--- config.mk ---
export PLATFORM = sky130hd
export DESIGN_NAME = pci_bus_enumeration_walker_flat
export DESIGN_NICKNAME = d
export VERILOG_FILES = /design/src/sv/pbew_pkg.sv /design/src/sv/pbew_if.sv /design/src/sv/pci_bus_enumeration_walker.sv /design/src/sv/pbew_datapath.sv /design/src/sv/pbew_control.sv /design/src/flat_wrapper.sv
export SDC_FILE = /design/constraint.sdc
export NUM_CORES = 1
export LEC_CHECK = 0
export ABC_AREA = 1
export BUFFER_PORTS_ARGS = -buffer_cell sky130_fd_sc_hd__buf_2
export CAP_MARGIN = 5
export CORE_ASPECT_RATIO = 2
export CORE_UTILIZATION = 60
export DETAILED_ROUTE_END_ITERATION = 12
export GPL_ROUTABILITY_DRIVEN = 0
export PLACE_DENSITY = 0.91
export SYNTH_ARGS = -nofsm -noshare
export SYNTH_HDL_FRONTEND = slang
export SYNTH_SLANG_ARGS = --single-unit
--- constraint.sdc ---
create_clock -name clock -period 5.49 [get_ports clock]
set_clock_uncertainty 0.2 [all_clocks]
set_input_delay 0.8235 -clock clock [delete_from_list [all_inputs] [get_ports clock]]
set_output_delay 0.8235 -clock clock [all_outputs]
set_load 0.02 [all_outputs]
--- src/sv/pbew_pkg.sv ---
// Package for the PCI bus enumeration walker: payload types and constants.
// Depends on nothing; used by all modules and the bench.
package pbew_pkg;

   typedef enum logic [1:0] {
      KIND_REQUEST = 2'd0,
      KIND_RECORD  = 2'd1,
      KIND_FINISH  = 2'd2
   } kind_type;

   typedef enum logic [1:0] {
      STAT_SUCCESS  = 2'd0,
      STAT_FULL     = 2'd1,
      STAT_TOO_DEEP = 2'd2
   } status_type;

   localparam logic OP_START = 1'b0;
   localparam logic OP_DATA  = 1'b1;

   localparam logic [7:0] REG_VENDOR  = 8'h00;
   localparam logic [7:0] REG_CLASS   = 8'h08;
   localparam logic [7:0] REG_HEADER  = 8'h0c;
   localparam logic [7:0] REG_BUSNUM  = 8'h18;
   localparam logic [15:0] VID_NONE   = 16'hffff;
   localparam logic [7:0] CLASS_BRIDGE = 8'h06;
   localparam logic [7:0] SUB_PCI_PCI  = 8'h04;

   typedef struct packed {
      logic       operation;
      logic [31:0] read_data;
   } req_type;

   typedef struct packed {
      kind_type    kind;
      status_type  status;
      logic [31:0] cfg_address;
      logic [7:0]  bus_number;
      logic [4:0]  slot_number;
      logic [2:0]  function_number;
      logic [7:0]  header_kind;
      logic [7:0]  class_base;
      logic [7:0]  class_sub;
      logic [7:0]  class_prog_if;
      logic [5:0]  found_count;
      logic        last;
   } rsp_type;

   // Datapath commands from the controller.
   typedef enum logic [3:0] {
      DP_NONE,
      DP_START,       // clear counters and position
      DP_SET_BUS,     // bus <= value, slot/fn <= 0
      DP_SET_FN_HOST, // bus <= bus+1 (host function walk)
      DP_SAVE_CLASS,
      DP_INC_FN,
      DP_INC_SLOT,
      DP_POP,
      DP_PUSH_BUS,    // push position then begin secondary bus
      DP_COUNT
   } dp_op_type;

   typedef struct packed {
      dp_op_type  op;
      logic [7:0] bus_value;
   } dp_cmd_type;

   typedef struct packed {
      logic [7:0] bus;
      logic [4:0] slot;
      logic [2:0] fn;
      logic [23:0] cls;
      logic        stack_empty;
      logic        stack_full;
      logic        table_full;
      logic [5:0]  total;
   } dp_stat_type;

endpackage

--- src/sv/pbew_if.sv ---
// Valid/ready channel interface carrying one payload beat.
// Depends on nothing.
interface pbew_if #(parameter type payload_type = logic) (input logic clock);
   logic        valid;
   logic        ready;
   payload_type data;
   modport source (output valid, output data, input ready);
   modport sink (input valid, input data, output ready);
endinterface

--- src/sv/pci_bus_enumeration_walker.sv ---
// PCI bus enumeration walker, top level: controller plus datapath.
// A beat is registered on acceptance and decoded in ST_DECODE, and its first result is registered;
// each internal walk step (function done, next function, next slot, bus done or pop) adds a state.
// A new beat is taken only once the walk steps are through and all results have drained.
// Reset: synchronous, active high; walk returns to idle, stack contents undefined.
// Depends on pbew_pkg, pbew_if, pbew_control, pbew_datapath.
module pci_bus_enumeration_walker #(
   parameter int MAX_DEVICES = 32,
   parameter int MAX_NEST    = 8
) (
   input logic clock,
   input logic reset,
   pbew_if.sink   req,
   pbew_if.source rsp
);
   import pbew_pkg::*;

   dp_cmd_type  cmd;
   dp_stat_type stat;
   logic [23:0] cls;

   // Controller: phase machine, result staging (record then request or finish).
   pbew_control u_ctl (
      .clock, .reset,
      .req_valid(req.valid), .req_ready(req.ready), .req_data(req.data),
      .rsp_valid(rsp.valid), .rsp_ready(rsp.ready), .rsp_data(rsp.data),
      .cmd, .class_out(cls), .stat
   );

   // Datapath: position, class, counter and return stack.
   pbew_datapath #(.MAX_DEVICES(MAX_DEVICES), .MAX_NEST(MAX_NEST)) u_dp (
      .clock, .reset, .cmd, .class_in(cls), .stat
   );
endmodule

--- src/sv/pbew_datapath.sv ---
// Walk position registers, saved class, device counter and return stack.
// Depends on pbew_pkg.
module pbew_datapath #(
   parameter int MAX_DEVICES = 32,
   parameter int MAX_NEST    = 8
) (
   input  logic                clock,
   input  logic                reset,
   input  pbew_pkg::dp_cmd_type cmd,
   input  logic [23:0]         class_in,
   output pbew_pkg::dp_stat_type stat
);
   import pbew_pkg::*;

   localparam int SpW = $clog2(MAX_NEST + 1);
   localparam int IdxW = (MAX_NEST > 1) ? $clog2(MAX_NEST) : 1;

   logic [7:0]  bus_ff, bus_in;
   logic [4:0]  slot_ff, slot_in;
   logic [2:0]  fn_ff, fn_in;
   logic [23:0] cls_ff, cls_in;
   logic [SpW-1:0] sp_ff, sp_in;
   logic [5:0]  total_ff, total_in;
   logic [15:0] stack_ff [MAX_NEST];
   logic [15:0] top;
   logic [IdxW-1:0] wr_idx, rd_idx;
   logic [SpW-1:0] sp_dec;

   assign sp_dec = sp_ff - SpW'(1);
   assign wr_idx = IdxW'(sp_ff);
   assign rd_idx = IdxW'(sp_dec);
   assign top    = stack_ff[rd_idx];

   always_comb begin
      bus_in = bus_ff; slot_in = slot_ff; fn_in = fn_ff;
      cls_in = cls_ff; sp_in = sp_ff; total_in = total_ff;
      case (cmd.op)
         DP_START: begin
            bus_in = '0; slot_in = '0; fn_in = '0; sp_in = '0; total_in = '0;
         end
         DP_SET_BUS: begin
            bus_in = cmd.bus_value; slot_in = '0; fn_in = '0;
         end
         DP_SET_FN_HOST: bus_in = bus_ff + 8'd1;
         DP_SAVE_CLASS:  cls_in = class_in;
         DP_INC_FN:      fn_in = fn_ff + 3'd1;
         DP_INC_SLOT: begin
            slot_in = slot_ff + 5'd1; fn_in = '0;
         end
         DP_POP: begin
            sp_in = sp_dec; bus_in = top[15:8]; slot_in = top[7:3]; fn_in = top[2:0];
         end
         DP_PUSH_BUS: begin
            sp_in = sp_ff + SpW'(1);
            bus_in = cmd.bus_value; slot_in = '0; fn_in = '0;
         end
         DP_COUNT:       total_in = total_ff + 6'd1;
         default: ;
      endcase
   end

   always_ff @(posedge clock) begin
      if (reset) begin
         bus_ff <= '0; slot_ff <= '0; fn_ff <= '0; cls_ff <= '0;
         sp_ff <= '0; total_ff <= '0;
      end else begin
         bus_ff <= bus_in; slot_ff <= slot_in; fn_ff <= fn_in; cls_ff <= cls_in;
         sp_ff <= sp_in; total_ff <= total_in;
      end
   end

   always_ff @(posedge clock) begin
      if (cmd.op == DP_PUSH_BUS) begin
         stack_ff[wr_idx] <= {bus_ff, slot_ff, fn_ff};
      end
   end

   assign stat.bus = bus_ff;
   assign stat.slot = slot_ff;
   assign stat.fn = fn_ff;
   assign stat.cls = cls_ff;
   assign stat.stack_empty = (sp_ff == '0);
   assign stat.stack_full = (32'(sp_ff) >= MAX_NEST);
   assign stat.table_full = (32'(total_ff) >= MAX_DEVICES);
   assign stat.total = total_ff;
endmodule

--- src/sv/pbew_control.sv ---
// Walk sequencer: decodes each beat, drives datapath commands and emits results.
// Depends on pbew_pkg.
module pbew_control (
   input  logic                  clock,
   input  logic                  reset,
   input  logic                  req_valid,
   output logic                  req_ready,
   input  pbew_pkg::req_type     req_data,
   output logic                  rsp_valid,
   input  logic                  rsp_ready,
   output pbew_pkg::rsp_type     rsp_data,
   output pbew_pkg::dp_cmd_type  cmd,
   output logic [23:0]           class_out,
   input  pbew_pkg::dp_stat_type stat
);
   import pbew_pkg::*;

   typedef enum logic [3:0] {
      PH_IDLE, PH_HOST_HDR, PH_HOST_VID, PH_BUS_VID, PH_CLASS, PH_HDR,
      PH_DEV_HDR0, PH_FUNC_VID, PH_BUSNUM
   } phase_type;

   typedef enum logic [2:0] {
      ST_WAIT, ST_DECODE, ST_FUNC_DONE, ST_NEXT_FN, ST_DEV_DONE, ST_BUS_DONE,
      ST_HOST_NEXT
   } state_type;

   state_type  st_ff;
   phase_type  ph_ff;
   logic       multi_ff;
   logic       op_ff;
   logic [31:0] data_ff;
   logic       rv_ff;
   rsp_type    rsp_ff;
   logic       pend_ff;
   rsp_type    pend_data_ff;

   // Output register plus one pending slot: at most two results per beat.
   assign rsp_valid = rv_ff;
   assign rsp_data = rsp_ff;
   assign req_ready = (st_ff == ST_WAIT) && !pend_ff && !rv_ff;
   assign class_out = data_ff[31:8];

   function automatic rsp_type mk_req(logic [7:0] b, logic [4:0] s, logic [2:0] f,
                                      logic [7:0] r, logic [5:0] n);
      rsp_type o;
      o = '0;
      o.kind = KIND_REQUEST;
      o.cfg_address = {1'b1, 7'd0, b, s, f, r & 8'hfc};
      o.found_count = n;
      o.last = 1'b1;
      return o;
   endfunction

   function automatic rsp_type mk_fin(status_type st, logic [5:0] n);
      rsp_type o;
      o = '0;
      o.kind = KIND_FINISH;
      o.status = st;
      o.found_count = n;
      o.last = 1'b1;
      return o;
   endfunction

   state_type  st_in;
   phase_type  ph_in;
   logic       multi_in;
   logic       emit;
   rsp_type    emit_data;
   logic       rec;
   rsp_type    rec_data;
   logic       take;
   logic       rv_in;
   rsp_type    rsp_in;
   logic       pend_in;
   rsp_type    pend_data_in;

   assign take = req_valid && req_ready;

   always_comb begin
      st_in = st_ff; ph_in = ph_ff; multi_in = multi_ff;
      emit = 1'b0; emit_data = '0; rec = 1'b0; rec_data = '0;
      cmd.op = DP_NONE; cmd.bus_value = '0;
      case (st_ff)
         ST_WAIT: if (take) st_in = ST_DECODE;
         ST_DECODE: begin
            st_in = ST_WAIT;
            if (op_ff == OP_START) begin
               cmd.op = DP_START; multi_in = 1'b0;
               emit = 1'b1; emit_data = mk_req(8'd0, 5'd0, 3'd0, REG_HEADER, 6'd0);
               ph_in = PH_HOST_HDR;
            end else begin
               case (ph_ff)
                  PH_HOST_HDR: begin
                     cmd.op = DP_SET_BUS; cmd.bus_value = 8'd0;
                     emit = 1'b1;
                     if (!data_ff[23]) begin
                        multi_in = 1'b0; ph_in = PH_BUS_VID;
                     end else begin
                        multi_in = 1'b1; ph_in = PH_HOST_VID;
                     end
                     emit_data = mk_req(8'd0, 5'd0, 3'd0, REG_VENDOR, stat.total);
                  end
                  PH_HOST_VID: begin
                     if (data_ff[15:0] == VID_NONE) st_in = ST_HOST_NEXT;
                     else begin
                        cmd.op = DP_SET_BUS; cmd.bus_value = stat.bus;
                        emit = 1'b1; ph_in = PH_BUS_VID;
                        emit_data = mk_req(stat.bus, 5'd0, 3'd0, REG_VENDOR, stat.total);
                     end
                  end
                  PH_BUS_VID, PH_FUNC_VID: begin
                     if (data_ff[15:0] == VID_NONE)
                        st_in = (ph_ff == PH_BUS_VID) ? ST_DEV_DONE : ST_NEXT_FN;
                     else begin
                        emit = 1'b1; ph_in = PH_CLASS;
                        emit_data = mk_req(stat.bus, stat.slot,
                           (ph_ff == PH_BUS_VID) ? 3'd0 : stat.fn, REG_CLASS, stat.total);
                     end
                  end
                  PH_CLASS: begin
                     cmd.op = DP_SAVE_CLASS; emit = 1'b1; ph_in = PH_HDR;
                     emit_data = mk_req(stat.bus, stat.slot, stat.fn, REG_HEADER,
                                        stat.total);
                  end
                  PH_HDR: begin
                     if (stat.table_full) begin
                        emit = 1'b1; emit_data = mk_fin(STAT_FULL, stat.total);
                        ph_in = PH_IDLE;
                     end else begin
                        cmd.op = DP_COUNT;
                        rec = 1'b1;
                        rec_data = '0;
                        rec_data.kind = KIND_RECORD;
                        rec_data.bus_number = stat.bus;
                        rec_data.slot_number = stat.slot;
                        rec_data.function_number = stat.fn;
                        rec_data.header_kind = data_ff[23:16];
                        rec_data.class_base = stat.cls[23:16];
                        rec_data.class_sub = stat.cls[15:8];
                        rec_data.class_prog_if = stat.cls[7:0];
                        rec_data.found_count = stat.total + 6'd1;
                        if (stat.cls[23:16] == CLASS_BRIDGE &&
                            stat.cls[15:8] == SUB_PCI_PCI) begin
                           emit = 1'b1; ph_in = PH_BUSNUM;
                           emit_data = mk_req(stat.bus, stat.slot, stat.fn, REG_BUSNUM,
                                              stat.total + 6'd1);
                        end else begin
                           st_in = ST_FUNC_DONE;
                        end
                     end
                  end
                  PH_DEV_HDR0: st_in = data_ff[23] ? ST_NEXT_FN : ST_DEV_DONE;
                  PH_BUSNUM: begin
                     emit = 1'b1;
                     if (stat.stack_full) begin
                        emit_data = mk_fin(STAT_TOO_DEEP, stat.total); ph_in = PH_IDLE;
                     end else begin
                        cmd.op = DP_PUSH_BUS; cmd.bus_value = data_ff[15:8];
                        ph_in = PH_BUS_VID;
                        emit_data = mk_req(data_ff[15:8], 5'd0, 3'd0, REG_VENDOR,
                                           stat.total);
                     end
                  end
                  default: ;
               endcase
            end
         end
         ST_FUNC_DONE: begin
            if (stat.fn == 3'd0) begin
               emit = 1'b1; ph_in = PH_DEV_HDR0; st_in = ST_WAIT;
               emit_data = mk_req(stat.bus, stat.slot, 3'd0, REG_HEADER, stat.total);
            end else st_in = ST_NEXT_FN;
         end
         ST_NEXT_FN: begin
            if (stat.fn != 3'd7) begin
               cmd.op = DP_INC_FN; emit = 1'b1; ph_in = PH_FUNC_VID; st_in = ST_WAIT;
               emit_data = mk_req(stat.bus, stat.slot, stat.fn + 3'd1, REG_VENDOR,
                                  stat.total);
            end else st_in = ST_DEV_DONE;
         end
         ST_DEV_DONE: begin
            if (stat.slot != 5'd31) begin
               cmd.op = DP_INC_SLOT; emit = 1'b1; ph_in = PH_BUS_VID; st_in = ST_WAIT;
               emit_data = mk_req(stat.bus, stat.slot + 5'd1, 3'd0, REG_VENDOR,
                                  stat.total);
            end else st_in = ST_BUS_DONE;
         end
         ST_BUS_DONE: begin
            if (!stat.stack_empty) begin
               cmd.op = DP_POP; st_in = ST_FUNC_DONE;
            end else if (multi_ff) st_in = ST_HOST_NEXT;
            else begin
               emit = 1'b1; emit_data = mk_fin(STAT_SUCCESS, stat.total);
               ph_in = PH_IDLE; st_in = ST_WAIT;
            end
         end
         ST_HOST_NEXT: begin
            st_in = ST_WAIT; emit = 1'b1;
            if (stat.bus < 8'd7) begin
               cmd.op = DP_SET_FN_HOST; ph_in = PH_HOST_VID;
               emit_data = mk_req(8'd0, 5'd0, stat.bus[2:0] + 3'd1, REG_VENDOR,
                                  stat.total);
            end else begin
               emit_data = mk_fin(STAT_SUCCESS, stat.total); ph_in = PH_IDLE;
            end
         end
         default: st_in = ST_WAIT;
      endcase
   end

   // Result staging: record goes first; a following result waits in the pending slot.
   always_comb begin
      rv_in = rv_ff; rsp_in = rsp_ff; pend_in = pend_ff; pend_data_in = pend_data_ff;
      if (rv_ff && rsp_ready) begin
         rv_in = pend_ff; rsp_in = pend_data_ff; pend_in = 1'b0;
      end
      if (rec) begin
         rv_in = 1'b1; rsp_in = rec_data;
         rsp_in.last = !(emit || st_in != ST_WAIT);
      end
      if (emit) begin
         if (rec || (rv_ff && !rsp_ready) || pend_ff) begin
            pend_in = 1'b1; pend_data_in = emit_data;
         end else begin
            rv_in = 1'b1; rsp_in = emit_data;
         end
      end
   end

   always_ff @(posedge clock) begin
      if (reset) begin
         st_ff <= ST_WAIT; ph_ff <= PH_IDLE; multi_ff <= 1'b0;
         rv_ff <= 1'b0; pend_ff <= 1'b0;
      end else begin
         st_ff <= st_in; ph_ff <= ph_in; multi_ff <= multi_in;
         rv_ff <= rv_in; rsp_ff <= rsp_in;
         pend_ff <= pend_in; pend_data_ff <= pend_data_in;
      end
   end

   // A record from the current beat is completed by the result that follows
   // (request or finish); if none follows, the record itself is last.
   always_ff @(posedge clock) begin
      if (take) begin
         op_ff <= req_data.operation; data_ff <= req_data.read_data;
      end
   end
endmodule

--- src/flat_wrapper.sv ---
// flat-port wrapper written by rule: the top's interface ports become plain ports
module pci_bus_enumeration_walker_flat import pbew_pkg::*;
#(
   parameter int MAX_DEVICES = 32,
   parameter int MAX_NEST    = 8
)
  (clock, reset, req_valid, req_data, req_ready, rsp_valid, rsp_data, rsp_ready);
  pbew_if #(.payload_type(req_type)) req_i (.clock(clock));
  pbew_if #(.payload_type(rsp_type)) rsp_i (.clock(clock));
  input logic clock;
  input logic reset;
  input wire logic [$bits(req_i.valid)-1:0] req_valid;
  input wire logic [$bits(req_i.data)-1:0] req_data;
  output wire logic [$bits(req_i.ready)-1:0] req_ready;
  output wire logic [$bits(rsp_i.valid)-1:0] rsp_valid;
  output wire logic [$bits(rsp_i.data)-1:0] rsp_data;
  input wire logic [$bits(rsp_i.ready)-1:0] rsp_ready;
  assign req_i.valid = req_valid;
  assign req_i.data = req_data;
  assign req_ready = req_i.ready;
  assign rsp_valid = rsp_i.valid;
  assign rsp_data = rsp_i.data;
  assign rsp_i.ready = rsp_ready;
  pci_bus_enumeration_walker #(.MAX_DEVICES(MAX_DEVICES), .MAX_NEST(MAX_NEST)) u_core (.clock(clock), .reset(reset), .req(req_i), .rsp(rsp_i));
endmodule
# Word-level counts from Yosys, hierarchy flattened
# Memory sizes are Yosys's and may differ from the RTL's.
# Cells that the tools add are included.
[op_classes]
n_addsub = 7
reduce_logical = 33
n_mux = 98
bitwise = 1
n_lt_le_gt_ge = 3
eq_ne = 39
[ops]
columns = ["op", "count"]
rows = [
  ["one-hot mux 91 bit (6 select lines)", 2],
  ["two-way mux 91 bit", 10],
  ["two-way mux 87 bit", 6],
  ["two-way mux 90 bit", 4],
  ["two-way mux 4 bit", 12],
  ["one-hot mux 4 bit (6 select lines)", 2],
  ["two-way mux 3 bit", 14],
  ["one-hot mux 4 bit (5 select lines)", 2],
  ["equality test 4 x 3 -> 1 bit (second input constant)", 8],
  ["one-hot mux 8 bit (4 select lines)", 1],
  ["two-way mux 1 bit", 26],
  ["one-hot mux 3 bit (6 select lines)", 1],
  ["equality test 16 bit (second input constant)", 1],
  ["equality test 4 x 2 -> 1 bit (second input constant)", 4],
  ["equality test 8 x 3 -> 1 bit (second input constant)", 2],
  ["two-way mux 8 bit", 2],
  ["one-hot mux 8 bit (2 select lines)", 1],
  ["one-hot mux 5 bit (3 select lines)", 1],
  ["equality test 4 bit (second input constant)", 3],
  ["two-way mux 12 bit", 1],
  ["two-way mux 2 bit", 6],
  ["one-hot mux 3 bit (4 select lines)", 1],
  ["one-hot mux 4 bit (3 select lines)", 1],
  ["one-hot mux 6 bit (2 select lines)", 1],
  ["other kinds (40)", 69],
]
[totals]
ram_bits = 128
input_bits = 37
register_bits = 275
word_cells = 219
memories = 1
out_inout_bits = 93
[mem_list]
columns = ["name", "words", "word_bits", "read_ports", "rd_clocked_by_memory_dff", "wr", "line_no", "source"]
rows = [
  ["u_core.u_dp.stack_ff", 8, 16, 1, 0, 1, "pbew_datapath.sv:24", "logic [15:0] stack_ff [MAX_NEST];"],
]

# Logic depth before layout (Yosys ltp)
# Gate-level depths: netlist of run 1.
[depth]
word_depth = 13
depth_mapped = 16

# By module
# From an unflattened synthesis of run 1, not the netlist that was laid out.
[hier_totals]
hier_cells = 1788
area_unflattened_um2 = 16500.8
[modules_own_cells]
columns = ["mod", "area_each_um2", "seq_area_each_um2", "cells_per_inst", "n_inst"]
rows = [
  ["pbew_control", 8784.7, 4824.6, 984, 1],
  ["pbew_datapath", 7716.2, 4844.6, 804, 1],
]

# Least setup slack after synthesis of run 1
# OpenSTA, ideal clock, no wires.
[synth_timing]
path_type = "input port to flip-flop"
start = "input port reset"
end = "register u_core.u_ctl.ph_ff[0]"
setup_time_ps = 79
setup_slack_ps = 1137
n_path_buf = 1
path_stages = 4
arrival_time_ps = 4074
cell_sequence = "inv_1 > clkbuf_1 > o21ai_0 > nor2_1"
[synth_lines]
columns = ["item", "line_no", "source"]
rows = [
  ["from (decl)", "flat_wrapper.sv:11", "input logic reset;"],
  ["to (signal assigned)", "pbew_control.sv:236", "st_ff <= st_in; ph_ff <= ph_in; multi_ff <= multi_in;"],
  ["to (decl)", "pbew_control.sv:29", "phase_type ph_ff;"],
]

# Worst setup path in the final report of run 1
[layout_timing]
start = "register u_core.u_dp.slot_ff[0]"
end = "memory u_core.u_dp.stack_ff[5][15] (enable)"
[layout_via]
elab_chain_cells = 6
[layout_rtl]
columns = ["item", "line_no", "source"]
rows = [
  ["from (decl)", "pbew_datapath.sv:19", "logic [4:0] slot_ff, slot_in;"],
  ["from (signal assigned)", "pbew_datapath.sv:67", "bus_ff <= bus_in; slot_ff <= slot_in; fn_ff <= fn_in; cls_ff <= cls_in;"],
  ["!= test 5 bit", "pbew_control.sv:183", "if (stat.slot != 5'd31) begin"],
  ["two-way mux 3 bit", "pbew_control.sv:183", ""],
  ["one-hot mux 4 bit (5 select lines)", "pbew_control.sv:84", "case (st_ff)"],
  ["equality test 4 bit", "pbew_datapath.sv:73", "if (cmd.op == DP_PUSH_BUS) begin"],
  ["two-way mux 1 bit", "pbew_datapath.sv:73", ""],
  ["two-way mux 1 bit (implied by the code)", "pbew_datapath.sv:74", "stack_ff[wr_idx] <= {bus_ff, slot_ff, fn_ff};"],
  ["to (decl)", "pbew_datapath.sv:24", ""],
]
# No other way between the ends.

==> results.yml, run 1 <==
worst_setup_path:
  cp.required_ns: 5.59
  arrival_ns: 4.00
  end_kind: "flip-flop"
  critical_path_class: "flip-flop to flip-flop"
  worst-path-max-fanout: 16
  path_delay_family: "simple AND/OR/NAND/NOR gates"
  path_buf_inv: 2
  reg2reg_from: "u_core.u_dp.slot_ff[0]"
  cpPeakStageDelay_ns: 0.71
  cp_slowest_cell: "dfxtp_1"
  crit_path_start: "u_core.u_dp.slot_ff[0]"
  path_cells: "ha_1, nand2_1, nor2_1, ha_1, nor2_1, nor3_1, nand4_4, inv_1, nand2_1, nor3_2, buf_4"
  worstSetupStartpointType: "flip-flop"
global_route:
  track_usage: 0.355
  antenna_found_initial: 0
  grt_pass1_vias: 12300
  grt_remaining_overflow: 0
  grt_max_degree: 92
  grt_pass1_wl_microns: 67600
final_layout:
  syn_to_final_growth_pct: 12.5
  nFillCells: 1713
  nets: 1678
  num_antenna_cells: 0
  drive_above_1_share: 0.141
  fin_util: 0.686
  stdcell_area_sq_mm: 0.0172
timing:
  worstMarginPinSlew_ns: 1.17
  period_share: 0.710
  finalWorstSetupSlack_ns: 1.59
  setup_viol: 0
  slew_violations: 0
  finalHoldViolations: 0
  slew_headroom: 0.216
  min_period_ns: 3.90
  rsz0062_at_grt: "no"
  max_freq_ghz: 0.256
  setup_tns_ns: 0
cts:
  hold_buffers: 0
  cts.clk_slew.worst_paths_ns: 0.08
  cts_buffer_depth: 3
  cts_tree: "yes"
  clkLatencyLatePin_ns: 0.59
  clock_sinks: 342
  cts_buffers: 26
  post_cts_resized: 0
  cts_setup_buffers: 0
  h-tree-depth: 1
  ctsRootBufferMaster: "clkbuf_16"
routing:
  wirelength_microns: 45400
  first_pass_iters: 9
  avgRoutedWirePerCell_microns: 22.9
  drc: 0
  vias_per_cell: 6.33
  drt_iter0_markers: 1576
  vias: 12600
  drtAntennaViolNets: 0
pwr:
  ir_worst_vdd_v: 0.000329
  powerDensity_mw_per_mm2: 329
  p_leak_nw: 6.83
  fin_total_pwr_mw: 5.65
synth:
  synth_area_sq_mm: 0.0153
  synth-seq-cells: 342
  yosysUniqueCellTypes: 48
  ys_seq_area_frac: 0.633
  syn_inst: 1525
  yosysWarnings: 0
  synth_nets: 1572
  syn_area_per_cell_sq_um: 10.0
min_path:
  min-delay-path-class: "primary input to flip-flop"
  min-delay-start: "req_data[0]"
placement:
  port_buffers: 129
  dpl_cell_area_sq_mm: 0.0162
  dp_hpwl_microns: 28400
  pre_cts_ws_ns: 1.66
floorplanning:
  core_area_sq_mm: 0.0250
  fp.dieH_microns: 228
  die-width_microns: 115
  rows: 82
  start_util: 0.610
  dieArea_sq_mm: 0.0261
  io-pin-count: 130
run:
  cap_violations: 0
run_status:
  status: "finished, final reports clean"
==> synth_stat cells (all sizes together) <==
master | count | area share
nor3b | 1 | 0.00049
edfxtp | 282 | 0.55
clkinv | 2 | 0.00049
a311oi | 1 | 0.00098
a31oi | 4 | 0.0016
xor2 | 8 | 0.0046
o21a | 4 | 0.0020
a21oi | 127 | 0.042
clkbuf | 49 | 0.012
o21ai | 65 | 0.021
o311ai | 6 | 0.0034
a31o | 1 | 0.00057
nor2 | 176 | 0.048
dfxtp | 60 | 0.079
a22o | 2 | 0.0011
o211ai | 5 | 0.0025
inv | 99 | 0.025
ha | 10 | 0.0082
nor3 | 25 | 0.0093
or2 | 4 | 0.0016
a211oi | 1 | 0.00049
a22oi | 56 | 0.028
nor4 | 3 | 0.0012
mux2i | 9 | 0.0059
nand4 | 14 | 0.0071
o31ai | 10 | 0.0049
a21boi | 3 | 0.0015
nand2 | 405 | 0.10
o2bb2ai | 1 | 0.00057
a41oi | 1 | 0.00057
o22ai | 3 | 0.0012
nand3 | 61 | 0.020
xnor2 | 2 | 0.0011
buf | 25 | 0.0096
==> registers in the layout (all words and copies together) (netlist names) <==
name and cells:
u_core.u_ctl.pend_data_ff 30, u_core.u_ctl.ph_ff 4, u_core.u_dp.bus_ff 8, u_core.u_ctl.data_ff 32
u_core.u_ctl.op_ff 1, u_core.u_dp.total_ff 6, u_core.u_dp.slot_ff 5, u_core.u_dp.sp_ff 4
u_core.u_dp.stack_ff 128, u_core.u_ctl.rsp_valid 1, u_core.u_ctl.pend_ff 1, u_core.u_ctl.st_ff 3
u_core.u_ctl.rsp_data 91, u_core.u_dp.cls_ff 24, u_core.u_ctl.multi_ff 1, u_core.u_dp.fn_ff 3
==> stage by stage <==
step | instances | hold slack [ns]
floorplan | 1525 | 0.224
global placement | 1938 | 0.235
detailed placement | 1938 | 0.243
CTS | 1986 | 0.230
global route | 1987 | 0.203
finish | 1987 | 0.208
==> area by class of cell <==
class                   instances  area [sq um]  share of cell area
clock buffers                  35           734              0.0428
multi-input cells            1008          4920               0.286
clock inverters                13           209              0.0122
repair buffers                152           843              0.0491
flip-flops and latches        342          9670               0.563
inverters                     101           384              0.0224
well taps                     336           420              0.0245
==> path summary, 6_finish.rpt <==
path / to / slack [ns] / cells after the start
worst min-delay path: u_core.u_ctl.data_ff[0] / 0.21 / 1
worst max-delay path: u_core.u_dp.stack_ff[5][15] / 1.59 / 11
worst min register to register: u_core.u_dp.cls_ff[0] / 0.26 / 2
worst max register to register: u_core.u_dp.stack_ff[5][15] / 1.59 / 11
==> layout by cell type (no fill, tap or decap), types with 3 or more instances in the layout <==
cell type  count
a31oi_1        4
o211ai_1       5
or2_2          4
buf_4         21
a21boi_0       3
nor3_2         5
ha_1          10
nor3_1        19
nand2_2        4
clkbuf_8       5
nor2_4         4
xor2_1         8
clkbuf_16     26
o311ai_0       6
o31ai_1       10
o21ai_0       63
o22ai_1        3
mux2i_1        9
clkbuf_1       4
buf_2        129
edfxtp_1     282
dfxtp_1       59
nor2_8         3
nor2_1       167
clkinv_1       3
nand4_1       12
inv_1         90
a21oi_1      127
nand2_1      401
inv_2          7
o21a_1         4
a22oi_1       56
bufinv_16      5
clkinv_2       3
nor4_1         3
nand3_1       60
==> power breakdown <==
| group | switching [mW] | total, mW | internal, mW |
|---|---|---|---|
| logic | 0.371 | 0.529 | 0.158 |
| registers | 0.0951 | 3.02 | 2.92 |
| clock network | 0.917 | 2.10 | 1.18 |
| total | 1.38 | 5.65 | 4.26 |
==> cell families after synthesis <==
| logic type | after synthesis | synth area share |
|---|---|---|
| multiplexers | 9 | 0.00590 |
| buffers and inverters | 175 | 0.0466 |
| AND/OR/NAND/NOR | 689 | 0.188 |
| XOR/XNOR | 10 | 0.00574 |
| adder cells (fa/ha/maj) | 10 | 0.00820 |
| flip-flops | 342 | 0.633 |
| AO/OA/AOI/OAI | 290 | 0.112 |
==> metal layers <==
layer	track usage	vias up	wire length, microns
met5	0	-	0
met4	0.297	0	4410
met3	0.0871	312	5130
met2	0.593	1029	22500
met1	0.376	5762	13400
li1	-	5482	-
No activity file was read; power rests on OpenSTA's default activity.
==> run 2, diff against run 1 <==
CORE_UTILIZATION = 54   (was 60)
PLACE_DENSITY = 0.87   (was 0.91)
clock period = 3.2 ns   (was 5.49 ns; I/O delays follow)
==> results.yml, run 2 (synthesized netlist as in run 1, its figures left out) <==
pwr:
  powerDensity_mw_per_mm2: 539
  p_leak_nw: 7.11
  ir_worst_vdd_v: 0.000479
  fin_total_pwr_mw: 9.56
routing:
  vias: 12800
  first_pass_iters: 6
  drc: 0
  drt_iter0_markers: 1508
  wirelength_microns: 46900
  vias_per_cell: 6.21
  avgRoutedWirePerCell_microns: 22.7
  drtAntennaViolNets: 0
timing:
  finalWorstSetupSlack_ns: 0.0490
  setup_viol: 0
  finalHoldViolations: 0
  setup_tns_ns: 0
  period_share: 0.985
  slew_violations: 0
  min_period_ns: 3.15
  slew_headroom: 0.207
  max_freq_ghz: 0.317
  worstMarginPinSlew_ns: 1.19
  rsz0062_at_grt: "no"
floorplanning:
  dieArea_sq_mm: 0.0290
  die-width_microns: 121
  fp.dieH_microns: 240
  io-pin-count: 130
  start_util: 0.552
  rows: 86
  core_area_sq_mm: 0.0277
global_route:
  grt_max_degree: 87
  grt_pass1_vias: 12800
  track_usage: 0.331
  grt_pass1_wl_microns: 71000
  grt_remaining_overflow: 0
  antenna_found_initial: 0
final_layout:
  mostFrequentLayoutCells: "nand2_1 (401), edfxtp_1 (282), nor2_1 (164), buf_2 (129), a21oi_1 (127)"
  syn_to_final_growth_pct: 16.2
  largest_register_ffs: 128
  nets: 1742
  num_antenna_cells: 0
  regMostFlops: "u_core.u_dp.stack_ff"
  final_common_cell: "nand2_1"
  finalNonFillerCells: 2068
  drive_above_1_share: 0.153
min_path:
  min-delay-start: "rsp_ready"
  holdPathEnd: "u_core.u_ctl.rsp_valid"
  min_path_cells: 5
  min-delay-path-class: "primary input to flip-flop"
cts:
  ctsRootBufferMaster: "clkbuf_16"
  clock_sinks: 342
  h-tree-depth: 1
  cts_tree: "yes"
  cts_buffers: 27
  cts_setup_buffers: 0
  cts_buffer_depth: 3
  clkLatencyLatePin_ns: 0.60
  cts.clk_slew.worst_paths_ns: 0.08
placement:
  port_buffers: 129
  post-place-cells: 1985
  dp_hpwl_microns: 29600
  pre_cts_ws_ns: 0.362
worst_setup_path:
  end_kind: "flip-flop"
  regToRegSetupSlack_ns: 0.05
  path_buf_inv: 3
  critical_path_class: "flip-flop to flip-flop"
  path_cells: "nand2_1, nor2_1, nand2_1, nor2_2, inv_1, nand2_1, nand2_1, inv_1, nand3_1, nand2_2, nor2_4, buf_12, nor2_1"
  cp.required_ns: 3.35
  worstSetupStartpointType: "flip-flop"
  cpPeakStageDelay_ns: 0.48
  reg2reg_to: "u_core.u_ctl.rsp_data[38]"
  worst-path-max-fanout: 86
  crit_path_frequent_cell: "nand2_1"
  arrival_ns: 3.30
  reg2reg_from: "u_core.u_ctl.data_ff[5]"
  reg2reg_depth: 13
  cp_slowest_cell: "edfxtp_1"
  path_delay_family: "simple AND/OR/NAND/NOR gates"
run_status:
  status: "finished, final reports clean"
run:
  cap_violations: 0
[run 2: worst register-to-register path, stage by stage (launching register included)]
cell,delay (ns)
edfxtp_1,0.48
nand2_1,0.10
nor2_1,0.15
nand2_1,0.25
nor2_2,0.26
inv_1,0.11
nand2_1,0.08
nand2_1,0.08
inv_1,0.09
nand3_1,0.21
nand2_2,0.23
nor2_4,0.05
buf_12,0.22
nor2_1,0.39
[run 2: per-layer routing]
| layer | global-route usage | vias to the layer above | wire length (microns) |
|---|---|---|---|
| met2 | 0.563 | 916 | 23800 |
| met4 | 0.300 | 0 | 4700 |
| met5 | 0 | - | 0 |
| li1 | - | 5609 | - |
| met1 | 0.336 | 6041 | 14000 |
| met3 | 0.0693 | 275 | 4390 |
[run 2: repair_timing]
item | CTS | global route
resized for setup | 0 | 2
endpoints found under the hold margin | 33 | 0
setup endpoints to repair | 0 | 13
hold buffers | 33 | 0
[run 2: worst max path at each step]
stage	from	to	slack [ns]	cells past startpoint
2_1_floorplan	u_core.u_dp.sp_ff[0]	u_core.u_dp.stack_ff[0][0]	-0.23	13
3_3_place_gp	u_core.u_ctl.ph_ff[2]	u_core.u_ctl.rsp_data[90]	0.46	13
3_5_place_dp	u_core.u_ctl.ph_ff[3]	u_core.u_dp.stack_ff[2][11]	0.36	12
4_1_cts	u_core.u_ctl.ph_ff[3]	u_core.u_dp.stack_ff[2][9]	0.31	12
5_1_grt	u_core.u_ctl.data_ff[5]	u_core.u_ctl.rsp_data[88]	0.03	14
6_report	u_core.u_ctl.data_ff[5]	u_core.u_ctl.rsp_data[38]	0.05	13
[run 2: cell type report]
class                      instances  area [sq um]
tap                              352           440
inverter                         101           384
clock inverter                    12           150
timing repair buffer             215          1420
multi-input combinational       1008          4950
sequential                       342          9670
clock buffer                      38           717
fill                            1936          9920
[run 2: power by group]
part | switching (mW) | internal [mW]
Sequential | 0.129 | 5.01
Combinational | 0.679 | 0.316
Clock | 1.60 | 1.82
Total | 2.41 | 7.15
[run 2: metrics by stage]
step	instance area, sq um	hold slack (ns)	utilization
6_report	17700	0.160	0.641
5_1_grt	17700	0.214	0.641
4_1_cts	17700	0.152	0.641
3_5_place_dp	16500	0.244	0.598
3_3_place_gp	16500	0.237	0.598
2_1_floorplan	15300	0.224	-
